`config.mk`:
```
export PLATFORM = sky130hd
export DESIGN_NAME = rsc_queue
export DESIGN_NICKNAME = d
export VERILOG_FILES = /design/src/hdl/rsc_pkg.sv /design/src/hdl/rsc_queue.sv
export SDC_FILE = /design/constraint.sdc
export NUM_CORES = 1
export LEC_CHECK = 0
export ABC_AREA = 1
export BUFFER_PORTS_ARGS = -buffer_cell sky130_fd_sc_hd__buf_2
export CAP_MARGIN = 20
export CORE_ASPECT_RATIO = 0.7
export CORE_MARGIN = 5
export CORE_UTILIZATION = 40
export DETAILED_ROUTE_END_ITERATION = 16
export PLACE_DENSITY = 0.69
export SYNTH_ARGS = -nofsm -noshare
export SYNTH_HDL_FRONTEND = slang
export SYNTH_SLANG_ARGS = --single-unit
export TNS_END_PERCENT = 5
```
`constraint.sdc`:
```
create_clock -name clk -period 6.1 [get_ports clk]
set_input_delay 0.61 -clock clk [delete_from_list [all_inputs] [get_ports clk]]
set_output_delay 0.61 -clock clk [all_outputs]
set_load 0.01 [all_outputs]
```
`src/hdl/rsc_pkg.sv`:
```
`timescale 1ns / 1ps
package rsc_pkg;
  localparam int COLOR_BITS = 16;
  localparam int C = COLOR_BITS;
  localparam int DEPTH_BITS = 16;
  localparam int SUM_BITS = C + 4;
  localparam int T_BITS = C + 1;
  localparam int F_BITS = C + 9;
  localparam int IN_DATA_BITS = ((4 * C + DEPTH_BITS + 7) / 8) * 8;
  localparam int OUT_DATA_BITS = ((4 * C + 7) / 8) * 8;
  localparam int QUEUE_DEPTH = 2;
  localparam int QUEUE_PTR_BITS = $clog2(QUEUE_DEPTH);

  // One classified sample, handed from the front part to the back part.
  typedef struct packed {
    logic [C-1:0]        red;
    logic [C-1:0]        green;
    logic [C-1:0]        blue;
    logic [C-1:0]        alpha;
    logic [T_BITS-1:0]   b;
    logic [T_BITS-1:0]   t;
    logic [F_BITS-1:0]   f;
    logic                last;
  } sample_t;

  typedef enum logic [2:0] {
    FR_IDLE,
    FR_INT,
    FR_FRAC,
    FR_DIV,
    FR_DONE
  } front_state_t;

  typedef enum logic [1:0] {
    BK_IDLE,
    BK_WEIGHT,
    BK_ACCUM,
    BK_EMIT
  } back_state_t;
endpackage

```
`src/hdl/rsc_queue.sv`:
```
`timescale 1ns / 1ps
module rsc_queue (
  input  logic             clk,
  input  logic             rst,
  input  logic             wr_valid,
  output logic             wr_ready,
  input  rsc_pkg::sample_t wr_item,
  output logic             rd_valid,
  input  logic             rd_ready,
  output rsc_pkg::sample_t rd_item
);
  localparam int D = rsc_pkg::QUEUE_DEPTH;
  localparam int P = rsc_pkg::QUEUE_PTR_BITS;
  rsc_pkg::sample_t slots [D];
  logic [P-1:0] wp, rp;
  logic [P:0] count;
  logic do_wr, do_rd;

  assign wr_ready = (count != (P+1)'(D));
  assign rd_valid = (count != '0);
  assign rd_item  = slots[rp];
  assign do_wr = wr_valid && wr_ready;
  assign do_rd = rd_valid && rd_ready;

  always_ff @(posedge clk) begin
    if (rst) begin
      wp <= '0;
      rp <= '0;
      count <= '0;
    end else begin
      if (do_wr) wp <= wp + P'(1);
      if (do_rd) rp <= rp + P'(1);
      count <= count + (P+1)'(do_wr) - (P+1)'(do_rd);
    end
  end

  always_ff @(posedge clk) begin
    if (do_wr) slots[wp] <= wr_item;
  end
endmodule

```
Word-level counts from Yosys, hierarchy flattened:

Memories as Yosys holds them, arrays and structs flattened. A register that Yosys moved wholly into a read port is not among the register bits.
Cells that the tools add are included.

* flip-flop bits (word level): 4
* RAM bits: 248
* bits of input ports: 128
* logic and storage cells: 16
* memories: 1

Memory list
* slots: words 2, width 124, read ports 1, clocked after Yosys merged registers in 1, wr ports 1, line rsc_queue.sv:14 `rsc_pkg::sample_t slots [D];`

* add/subtract/negate cells: 4
* eq/ne operators: 1
* mux-type cells: 4
* reductions and logical operators: 3

Operator list (count)
* $mux 1: 4
* $add 1x1->1 const B: 2
* $add 2x1->2: 1
* $logic_and 1x1->1: 2
* $ne 2x2->1 const B: 1
* $reduce_bool 2->1: 1
* $sub 2x1->2: 1

Longest topological paths before layout:

* word-level depth: 4
* gate-level depth with buffers: 11

Worst setup path before layout:

OpenSTA, ideal clock, no wires.

* path kind: input -> register
* start point: input port wr_valid
* end point: memory slots[1][0] (netlist bit) (enable)
* setup time: 610 ps
* arrival: 5922 ps
* required time: 5490 ps
* setup slack: -433 ps
* cell stages on the path: 2
* buffers on the path: 0
* path through: nand2_1 -> nor2_1

* cells in the longest elaborated chain, start to end: 3

RTL lines
* start, declared: line rsc_queue.sv:5 `input logic wr_valid,`
* $logic_and 1x1->1: line rsc_queue.sv:22 `assign do_wr = wr_valid && wr_ready;`
* $mux 1: line rsc_queue.sv:38 `if (do_wr) slots[wp] <= wr_item;`
* $mux 1 (implied by the code): line rsc_queue.sv:38
* end, declared: line rsc_queue.sv:14

Every way passes these cells.

==> results.yml <==
synthesis:
  mappedNetlistArea_mm2: 0.00942
  synth.ff_latch_count: 253
  ys_warn_count: 0
  synth_cells: 422
  ys_seq_area_frac: 0.801
  syn_nets: 551
  synthDistinctLibCells: 14
  syn_avg_cell_area_um2: 22.3
placement:
  post-dp-hpwl_mm: 12.8
  portBuffers: 253
  place_congestion: 0.838
  place_ws_ns: 3.38
sta:
  fin_crit_sh: 0.536
  grt_setup_unrepaired: "no"
  setup_slack_ns: 2.83
  hold_viol_final: 0
  timing.slew.headroom: 0.391
  max_freq_mhz: 306
  period_minus_slack_ns: 3.27
  slew_violations: 0
  tightest_slew_ns: 0.914
  clock_skew_ns: 0.00683
  setup_viol: 0
pwr:
  power_density_mw_per_mm2: 427
  finalPower_uw: 5090
  vdd_drop_max_uv: 292
  leakage_uw: 0.00457
clock_tree:
  cts_hold_buf: 0
  cts_buffers: 26
  cts.clk_slew.worst_paths_ns: 0.07
  tritoncts: "yes"
  clock_latency_ns: 0.51
  cts.sinks: 253
  post_cts_buffers: 0
  cts_resized: 0
  clk_path_buf_depth: 3
  ctsRootBufferMaster: "clkbuf_16"
  cts-htree-levels: 1
detailed_routing:
  totalWireLength_mm: 18.5
  ant_nets: 0
  drtIter0Drc: 183
  viasPerCell: 4.61
  post_drt_wl_per_cell_um: 17.9
  via_count: 4767
  drc_errors: 0
  dr.pass1.iters: 4
grt:
  grt_pass1_vias: 5206
  grt_max_degree: 67
  overflow: 0
  grt_use_total: 0.133
  grt_pass1_wl_mm: 29.0
  antenna_found_initial: 2
critical_path:
  critPathKind: "reg -> out"
  startpoint_type: "flop"
  r2r_cells: 5
  critPathMaxStageDelay_ns: 0.74
  reg2reg_slack_ns: 4.11
  regToRegEndpoint: "slots[0][76]"
  r2r_start: "count[0]"
  crit_buf_inv: 2
  cp_data_arrival_time_ns: 2.66
  slowest_stage: "buf_4"
  worstPathCellList: "buf_4 > mux2_2 > buf_2"
  endpoint_kind: "output port"
  cpLargestDelayFamily: "buffers and inverters"
  cp.required_ns: 5.49
  critPathMaxFanout: 59
final_layout:
  drive_above_1_share: 0.597
  area_growth_pct: 26.7
  final_common_cell: "buf_2"
  nets: 824
  final_cell_mix: "253 x buf_2, 248 x edfxtp_1, 64 x mux2_2"
hold_path:
  hp-class: "in -> reg"
  min_to: "slots[0][6]"
  hold_path_depth: 1
  hp-start: "wr_item[6]"
die:
  io_pins: 254
  dieArea_mm2: 0.0268
  core_area_mm2: 0.0234
  start_util: 0.403
  die_x_um: 193
  row_count: 47
  die_y_um: 138
run_status:
  outcome: "finished clean"
run:
  maxCapViolations: 0
[final cells by class]
| class | instances | area, um^2 |
|---|---|---|
| timing repair buffer | 259 | 1310 |
| fill | 1926 | 11500 |
| tap | 318 | 398 |
| multi-input combinational | 147 | 1740 |
| clock inverter | 19 | 225 |
| sequential | 253 | 7550 |
| antenna | 1 | 2.50 |
| inverter | 8 | 30.0 |
| clock buffer | 28 | 679 |
[per-stage QoR]
step / hold WS, ns / instances / utilization / TNS, ns / cell area, um^2
6_report: 0.281 / 1033 / 0.510 / 0 / 11900
5_1_grt: 0.252 / 1032 / 0.510 / 0 / 11900
4_1_cts: 0.247 / 1032 / 0.510 / 0 / 11900
3_5_place_dp: 0.509 / 985 / 0.471 / 0 / 11000
3_3_place_gp: 0.484 / 985 / 0.471 / 0 / 11000
2_1_floorplan: 0.467 / 422 / - / -51.42 / 9430
[metal layers]
| metal | up-vias | share of wire | global-route usage |
|---|---|---|---|
| li1 | 2198 | - | - |
| met1 | 2328 | 0.44 | 0.182 |
| met2 | 205 | 0.44 | 0.205 |
| met3 | 32 | 0.093 | 0.0486 |
| met4 | 4 | 0.022 | 0.0309 |
| met5 | - | 0.0011 | 0 |
[flip-flops by register name (all words and copies together) (netlist names), named ones only]
name	cells
rp	1
slots	248
wp	1
count	2
[how the worst max path moves through the flow]
stage	startpoint	to	slack, ns	cells after the start
6_report	flop	rd_item[32]	2.83	3
5_1_grt	flop	rd_item[34]	2.69	3
4_1_cts	flop	rd_item[123]	2.80	3
3_5_place_dp	flop	rd_item[123]	3.38	3
3_3_place_gp	flop	rd_item[32]	3.43	3
2_1_floorplan	wr_valid	slots[0][0]	-0.41	2
[logic make-up after synthesis]
group / after synthesis / share of synthesized area
simple gates: 19 / 0.00783
mux: 124 / 0.172
xor+xnor: 1 / 0.000930
buf+inv: 22 / 0.0159
compound gates: 2 / 0.00106
fa+ha+maj: 1 / 0.00133
flops: 253 / 0.801
[power by group]
| part | total [uW] | internal, uW | leakage (uW) | switching [uW] |
|---|---|---|---|---|
| Clock | 1650 | 1020 | 0.000439 | 634 |
| Sequential | 2300 | 2210 | 0.00236 | 90.6 |
| Combinational | 1140 | 551 | 0.00177 | 593 |
[synth_stat cells, drive strengths merged]
cell / n / area (um^2)
nor2: 9 / 33.8
mux2: 124 / 1620
ha: 1 / 12.5
edfxtp: 248 / 7450
inv: 8 / 30.0
nand2: 8 / 30.0
nand3: 1 / 5.00
a21oi: 2 / 10.0
dfxtp: 5 / 100
xnor2: 1 / 8.76
buf: 14 / 120
nor3: 1 / 5.00
Power figures use the tool's default switching activity.
