==> src/hdl/rsc_pkg.sv <==
`timescale 1ns / 1ps
package rsc_pkg;
  localparam int COLOR_BITS = 16;
  localparam int C = COLOR_BITS;
  localparam int DEPTH_BITS = 16;
  localparam int SUM_BITS = C + 4;
  localparam int T_BITS = C + 1;
  localparam int F_BITS = C + 9;
  localparam int IN_DATA_BITS = ((4 * C + DEPTH_BITS + 7) / 8) * 8;
  localparam int OUT_DATA_BITS = ((4 * C + 7) / 8) * 8;
  localparam int QUEUE_DEPTH = 2;
  localparam int QUEUE_PTR_BITS = $clog2(QUEUE_DEPTH);

  // One classified sample, handed from the front part to the back part.
  typedef struct packed {
    logic [C-1:0]        red;
    logic [C-1:0]        green;
    logic [C-1:0]        blue;
    logic [C-1:0]        alpha;
    logic [T_BITS-1:0]   b;
    logic [T_BITS-1:0]   t;
    logic [F_BITS-1:0]   f;
    logic                last;
  } sample_t;

  typedef enum logic [2:0] {
    FR_IDLE,
    FR_INT,
    FR_FRAC,
    FR_DIV,
    FR_DONE
  } front_state_t;

  typedef enum logic [1:0] {
    BK_IDLE,
    BK_WEIGHT,
    BK_ACCUM,
    BK_EMIT
  } back_state_t;
endpackage

==> src/hdl/rsc_front.sv <==
`timescale 1ns / 1ps
// Computes T = b^depth and F = (1 - T) / alpha for one sample with a few small
// multipliers, a bit-serial square root and a bit-serial divider.
module rsc_front (
  input  logic                                 clk,
  input  logic                                 rst,
  input  logic                                 in_valid,
  output logic                                 in_ready,
  input  logic [rsc_pkg::C-1:0]                red,
  input  logic [rsc_pkg::C-1:0]                green,
  input  logic [rsc_pkg::C-1:0]                blue,
  input  logic [rsc_pkg::C-1:0]                alpha,
  input  logic [rsc_pkg::DEPTH_BITS-1:0]       segment_depth,
  input  logic                                 last_sample,
  output logic                                 out_valid,
  input  logic                                 out_ready,
  output rsc_pkg::sample_t                     out_item
);
  localparam int C = rsc_pkg::C;
  localparam int TB = rsc_pkg::T_BITS;
  localparam int RB = 2 * C + 2;
  localparam int NB = 2 * C + 1;
  localparam int CNT_BITS = $clog2(2 * C + 2);

  rsc_pkg::front_state_t state, state_next;
  rsc_pkg::sample_t item;
  logic [TB-1:0] res, sq, r;
  logic [7:0] ip;
  logic [7:0] frac;
  logic [3:0] k;
  logic [CNT_BITS-1:0] cnt;
  // square root registers
  logic [RB-1:0] sr_v, sr_root, sr_bit;
  logic sr_busy;
  // divider registers
  logic [NB-1:0] dv_num;
  logic [C:0]    dv_rem;
  logic [NB-1:0] dv_q;
  // Depth kept for the zero-alpha limit.
  logic [7:0] ip_save, frac_save;

  logic [2*TB-1:0] prod_a, prod_b, prod_r;
  logic [RB-1:0] sr_sum;
  logic [C+1:0] dv_trial;

  assign in_ready  = (state == rsc_pkg::FR_IDLE);
  assign out_valid = (state == rsc_pkg::FR_DONE);
  assign out_item  = item;
  assign prod_a = res * sq;
  assign prod_b = sq * sq;
  assign prod_r = res * sr_root[TB-1:0];
  assign sr_sum = sr_root + sr_bit;
  assign dv_trial = {dv_rem, dv_num[NB-1]} - {1'b0, 1'b0, item.alpha};

  always_comb begin
    state_next = state;
    unique case (state)
      rsc_pkg::FR_IDLE:  if (in_valid) state_next = rsc_pkg::FR_INT;
      rsc_pkg::FR_INT:   if (ip == '0) state_next = rsc_pkg::FR_FRAC;
      rsc_pkg::FR_FRAC:  if (k == 4'd8 && !sr_busy) state_next = rsc_pkg::FR_DIV;
      rsc_pkg::FR_DIV:   if (cnt == CNT_BITS'(NB)) state_next = rsc_pkg::FR_DONE;
      rsc_pkg::FR_DONE:  if (out_ready) state_next = rsc_pkg::FR_IDLE;
      default:           state_next = rsc_pkg::FR_IDLE;
    endcase
  end

  always_ff @(posedge clk) begin
    if (rst) state <= rsc_pkg::FR_IDLE;
    else state <= state_next;
  end

  always_ff @(posedge clk) begin
    case (state)
      rsc_pkg::FR_IDLE: begin
        item.red   <= red;
        item.green <= green;
        item.blue  <= blue;
        item.alpha <= alpha;
        item.last  <= last_sample;
        item.b     <= (TB'(1) << C) - TB'(alpha);
        res  <= TB'(1) << C;
        sq   <= (TB'(1) << C) - TB'(alpha);
        r    <= (TB'(1) << C) - TB'(alpha);
        ip   <= segment_depth[15:8];
        frac <= segment_depth[7:0];
        k    <= '0;
        sr_busy <= 1'b0;
        cnt  <= '0;
      end
      rsc_pkg::FR_INT: begin
        if (ip != '0) begin
          if (ip[0]) res <= prod_a[C +: TB];
          sq <= prod_b[C +: TB];
          ip <= ip >> 1;
        end
      end
      rsc_pkg::FR_FRAC: begin
        if (!sr_busy) begin
          if (k != 4'd8) begin
            sr_v    <= RB'(r) << C;
            sr_root <= '0;
            sr_bit  <= RB'(1) << (RB - 2);
            sr_busy <= 1'b1;
          end else begin
            item.t <= res;
            dv_num <= NB'((TB'(1) << C) - res) << C;
            dv_rem <= '0;
            dv_q   <= '0;
            cnt    <= '0;
          end
        end else if (sr_bit == '0) begin
          r <= TB'(sr_root);
          sq <= TB'(sr_root);
          sr_busy <= 1'b0;
          k <= k + 4'd1;
        end else begin
          if (sr_v >= sr_sum) begin
            sr_v    <= sr_v - sr_sum;
            sr_root <= (sr_root >> 1) + sr_bit;
          end else begin
            sr_root <= sr_root >> 1;
          end
          sr_bit <= sr_bit >> 2;
        end
        // Multiply by the new root once it is known.
        if (sr_busy && sr_bit == '0 && frac[3'd7 - k[2:0]]) begin
          res <= prod_r[C +: TB];
        end
      end
      rsc_pkg::FR_DIV: begin
        if (cnt != CNT_BITS'(NB)) begin
          if (!dv_trial[C+1]) begin
            dv_rem <= dv_trial[C:0];
            dv_q   <= {dv_q[NB-2:0], 1'b1};
          end else begin
            dv_rem <= {dv_rem[C-1:0], dv_num[NB-1]};
            dv_q   <= {dv_q[NB-2:0], 1'b0};
          end
          dv_num <= dv_num << 1;
          cnt <= cnt + CNT_BITS'(1);
        end else if (item.alpha == '0) begin
          item.f <= rsc_pkg::F_BITS'({ip_save, frac_save}) << (C - 8);
        end else if (dv_q > NB'(256) << C) begin
          item.f <= rsc_pkg::F_BITS'(256) << C;
        end else begin
          item.f <= rsc_pkg::F_BITS'(dv_q);
        end
      end
      default: ;
    endcase
  end

  always_ff @(posedge clk) begin
    if (state == rsc_pkg::FR_IDLE) begin
      ip_save   <= segment_depth[15:8];
      frac_save <= segment_depth[7:0];
    end
  end
endmodule

==> config.mk <==
export PLATFORM = sky130hd
export DESIGN_NAME = rsc_front
export DESIGN_NICKNAME = d
export VERILOG_FILES = /design/src/hdl/rsc_pkg.sv /design/src/hdl/rsc_front.sv
export SDC_FILE = /design/constraint.sdc
export NUM_CORES = 2
export LEC_CHECK = 0
export ABC_AREA = 1
export BUFFER_PORTS_ARGS = -buffer_cell sky130_fd_sc_hd__buf_2
export CAP_MARGIN = 20
export CORE_ASPECT_RATIO = 0.5
export CORE_MARGIN = 3
export CORE_UTILIZATION = 45
export DETAILED_ROUTE_END_ITERATION = 7
export GPL_TIMING_DRIVEN = 0
export SYNTH_ARGS = -nofsm -noshare
export SYNTH_HDL_FRONTEND = slang
export SYNTH_SLANG_ARGS = --single-unit
==> constraint.sdc <==
create_clock -name clk -period 13.9 [get_ports clk]
set_input_delay 1.39 -clock clk [delete_from_list [all_inputs] [get_ports clk]]
set_output_delay 1.39 -clock clk [all_outputs]
set_load 0.01 [all_outputs]
# Word level (Yosys, flattened, before mapping)
# Index checks and enable logic that the tools add are counted.
word_totals:
  register_bits: 398
  in_bits: 85
  output_inout_bits: 126
  wordCells: 151
op_classes:
  n_addsub: 9
  multipliers: 3
  n_lt_le_gt_ge: 3
  eq_ne: 23
  muxes: 57
  bitwise_logic: 3
  n_reduce_logical: 27
op_table:
  columns: ["op", "count"]
  rows:
  - ["34-bit 2-to-1 mux", 11]
  - ["33-bit 2-to-1 mux", 6]
  - ["17-bit 2-to-1 mux", 10]
  - ["33-bit case mux with 2 select lines", 2]
  - ["17-bit case mux with 3 select lines", 2]
  - ["17-bit by 17-bit multiplier with 33-bit output", 3]
  - ["17-bit case mux with 2 select lines", 2]
  - ["33-bit by 34-bit adder with 34-bit output", 1]
  - ["34-bit adder", 1]
  - ["34-bit >= comparator", 1]
  - ["34-bit logical NOT", 1]
  - ["34-bit subtractor", 1]
  - ["33-bit by 25-bit greater-than comparator with 1-bit output, second input constant", 1]
  - ["2-bit != test, second input constant", 13]
  - ["25-bit 2-to-1 mux", 1]
  - ["24-bit 2-to-1 mux", 1]
  - ["4-bit AND reduction", 5]
  - ["6-bit 2-to-1 mux", 3]
  - ["6-bit case mux with 3 select lines", 1]
  - ["18-bit by 16-bit subtractor with 18-bit output", 1]
  - ["17-bit by 16-bit subtractor with 17-bit output, first input constant", 1]
  - ["17-bit subtractor, first input constant", 1]
  - ["16-bit logical NOT", 1]
  - ["8-bit case mux with 2 select lines", 1]
  - ["other kinds (32)", 54]

# Longest topological paths before layout
depth:
  depth_word: 6
  mapped_depth: 29
  depth_no_buf: 26

# Worst setup path after synthesis
# Ideal clock, no wire load.
synth_path:
  path_kind: "register to output"
  from: "register state[1]"
  to: "output port in_ready"
  arrival_ns: 4.668
  t_required_ns: 12.510
  slack_ns: 7.842
  stages_incl_launch_ff: 4
  n_path_buf: 0
  cell_sequence: "dfxtp_1 inv_2 nand2_1 nor2_1"
synth_via:
  elab_chain_cells: 1
synth_rtl:
  columns: ["item", "line", "rtl"]
  rows:
  - ["start: declaration", "rsc_front.sv:25", "rsc_pkg::front_state_t state, state_next;"]
  - ["start signal: assignment", "rsc_front.sv:68", "if (rst) state <= rsc_pkg::FR_IDLE;"]
  - ["start signal: assignment", "rsc_front.sv:69", "else state <= state_next;"]
  - ["3-bit logical NOT", "rsc_front.sv:46", "assign in_ready = (state == rsc_pkg::FR_IDLE);"]
  - ["end: declaration", "rsc_front.sv:8", "output logic in_ready,"]
# No other way between the ends.

# Worst setup path after layout
layout_path:
  from: "register res[14]"
  to: "register res[2] (data pin)"
layout_via:
  elab_chain_cells: 4
  elab_cells_between_ends: 6
  classes_between: "mul (2); mux (4)"
layout_rtl:
  columns: ["item", "line", "rtl"]
  rows:
  - ["start: declaration", "rsc_front.sv:27", "logic [TB-1:0] res, sq, r;"]
  - ["start signal: assignment", "rsc_front.sv:81", "res <= TB'(1) << C;"]
  - ["start signal: assignment", "rsc_front.sv:92", "if (ip[0]) res <= prod_a[C +: TB];"]
  - ["start signal: assignment", "rsc_front.sv:127", "res <= prod_r[C +: TB];"]
  - ["17-bit by 17-bit multiplier with 33-bit output", "rsc_front.sv:49", "assign prod_a = res * sq;"]
  - ["17-bit 2-to-1 mux", "rsc_front.sv:92", null]
  - ["17-bit 2-to-1 mux", "rsc_front.sv:91", "if (ip != '0) begin"]
  - ["17-bit case mux with 3 select lines *", "rsc_front.sv:73", "case (state)"]
# Every way passes the cells marked *; elsewhere a longest branch is shown, timed or not. The select of a mux whose other input is x is not followed.
# A chain may end at the register's enable or synchronous reset.

==> flow_summary.toml <==
[run_status]
outcome = "complete, no violations"

[finish]
multiInputGateArea_mm2 = 0.0317
syn_to_final_growth_pct = 9.24
fin_nets = 7708
num-fill-cells = 10600
seq_area_mm2 = 0.0109
instances_no_fill = 8057
drive_above_1_share = 0.0520

[yosys]
synth_top_area_cell = "fa_1"
ys_warn_count = 0
ys_seq_area_frac = 0.221
synthesis.area_mm2 = 0.0493
synth_top_cells_by_area = "fa_1, edfxtp_1, nand2_1"
syn-num-nets = 7439
post-synth-top-count-cell = "nand2_1"
ys.flop_type = "edfxtp_1"
synth_common_cells = "nand2_1, inv_1, fa_1, ha_1, nor2_1"
synth-edff-count = 361
syn_inst = 6320
ys_ff_latch = 364
synth.distinct_cells = 56
synth.avg_cell_area_um2 = 7.80
synth_top_area_frac = 0.257
async_flop_share = 0

[sta]
tns_ps = 0
finClkSkew_ps = 16.1
layout_min_cycle_time_ps = 7810
slew_viol_final = 0
slew_headroom = 0.206
finalHoldViolations = 0
clock.fmax_mhz = 128
post-route-period-util = 0.562
worstMarginPinSlew_ps = 1190
rsz0062_at_grt = "no"
finalSetupViolCount = 0

[route]
drt-total-wl_um = 171000
vias_per_cell = 5.32
drcViolationCount = 0
drt_iter0_drc = 4115
num_vias = 42800
ant_nets = 0
routedWlPerCell_um = 21.2
drtPass1Iterations = 8

[placement]
port_buffers = 210
hpwl_um = 142000
gp_congestion = 0.981
dp.cells = 7979

[die]
chipHeight_um = 240
ios = 211
rows = 85
coreArea_mm2 = 0.108
initial_utilization = 0.456
dieArea_mm2 = 0.114
die_width_um = 474

[hold_path]
worstHoldPathType = "reg2reg"

[flow_run]
max_cap_viol_count = 0

[clocking]
numCtsBuffers = 41
cts_root_buf = "clkbuf_16"
clock_latency_ps = 600
clockBufferDepth = 3
htreeDepth = 2
cts_tree = "done"
holdBufCountCts = 0
cts_setup_buffers = 0
numClockSinks = 364
cts.clk_slew.worst_paths_ps = 60
cts-resized-gates = 0

[grt]
antenna_found_initial = 4
grt_pass1_vias = 43000
grt_first_pass_wirelength_um = 257000
grt_start_max_net_pins = 36
overflow = 0
gr-usage-all-layers = 0.301

[worst_setup_path]
critPathLaunchType = "flip-flop"
required_ps = 14190
crit_family = "adder cells"
cp_max_fo = 10
critical_path_buf_inv_count = 6
cpPeakStageDelay_ps = 880
slowest_stage = "buf_1"
cp_common_cell = "fa_1"
path_class = "reg2reg"
worstSetupEndpointType = "flip-flop"
crit_chain = "clkbuf_1 > buf_1 > nand2_1 > fa_1 > fa_1 > fa_1 > inv_1 > fa_1 > fa_1 > inv_1 > fa_1 > inv_1 > ha_1 > nand2_1 > nor2_1 > nor2_1 > o21ai_0 > inv_1 > nand2_1 > o21ai_0 > o21ai_0"
cp.arrival_ps = 8100
-- stage by stage --
stage                      util  worst slack [ps]  hold WS, ps  instance area [µm²]
after floorplan               -              7840          424                49300
after global placement    0.482              5380          431                52200
after detailed placement  0.485              6170          431                52500
after CTS                 0.498              6150          441                53800
after global routing      0.498              5820          463                53900
final                     0.498              6090          445                53900
-- state kept, by name, summed over array words and instances, names as in the netlist, 6 cells and up --
name       cells
cnt            6
dv_num        17
dv_q          33
dv_rem        17
frac_save      8
ip             8
ip_save        8
out_item     123
r             17
res           17
sq            17
sr_bit        17
sr_root       34
sr_v          34
-- area by class of cell --
cell class                      count  area share
Clock inverter                     24     0.00539
Multi-Input combinational cell   4161       0.588
Inverter                         1574       0.110
Tap cell                         1435      0.0333
Antenna cell                        2   0.0000929
Clock buffer                       50      0.0199
Timing Repair Buffer              226      0.0253
Sequential cell                   364       0.202
Buffer                            221      0.0163
-- layer usage --
layer	global-route usage	wire length [µm]
met1	0.430	75800
met2	0.457	72200
met3	0.0648	17300
met4	0.0915	5610
met5	0	13
-- cell families after synthesis --
kind of cell,share of synthesized area
and+or+nand+nor,0.205
DFF,0.221
AOI/OAI and AO/OA,0.0592
muxes,0.000228
buffers and inverters,0.138
adders and majority gates,0.359
xor gates and xnor gates,0.0179
-- layout by cell type, fill, tap and decap left out, drive strengths merged, types with 10 or more instances in the layout --
| cell | netlist | routed |
|---|---|---|
| edfxtp | 361 | 361 |
| clkbuf | 167 | 217 |
| a21oi | 215 | 215 |
| o21bai | 28 | 28 |
| nand3b | 19 | 19 |
| a21o | 21 | 21 |
| nor4 | 23 | 23 |
| nand3 | 253 | 253 |
| xnor2 | 40 | 40 |
| a31oi | 11 | 11 |
| fa | 632 | 632 |
| nand4 | 54 | 54 |
| nand2 | 1688 | 1688 |
| o21ai | 227 | 227 |
| inv | 1572 | 1576 |
| clkinv | 2 | 15 |
| xor2 | 61 | 61 |
| a21boi | 10 | 10 |
| nor3 | 50 | 50 |
| buf | 54 | 280 |
| nor2 | 382 | 382 |
| ha | 402 | 402 |
-- worst reg2reg max path: stages (launching register included) --
cell      delay, ps
edfxtp_1        360
clkbuf_1        840
buf_1           890
nand2_1         190
fa_1            560
fa_1            520
fa_1            510
inv_1            60
fa_1            500
fa_1            490
inv_1            50
fa_1            550
inv_1            60
ha_1            330
nand2_1         160
nor2_1           60
nor2_1          210
o21ai_0         160
inv_1            70
nand2_1          90
o21ai_0         580
o21ai_0         240
-- worst paths after layout --
path              slack [ps]  cells after the start    start           end
hold / removal           450                      0   res[6]  out_item[32]
setup reg to reg        6090                     21  res[14]        res[2]
hold reg to reg          450                      0   res[6]  out_item[32]
setup / recovery        6090                     21  res[14]        res[2]
Power is not shown: default switching activity piles up to over one toggle a cycle in this logic, so the estimate is an artifact.
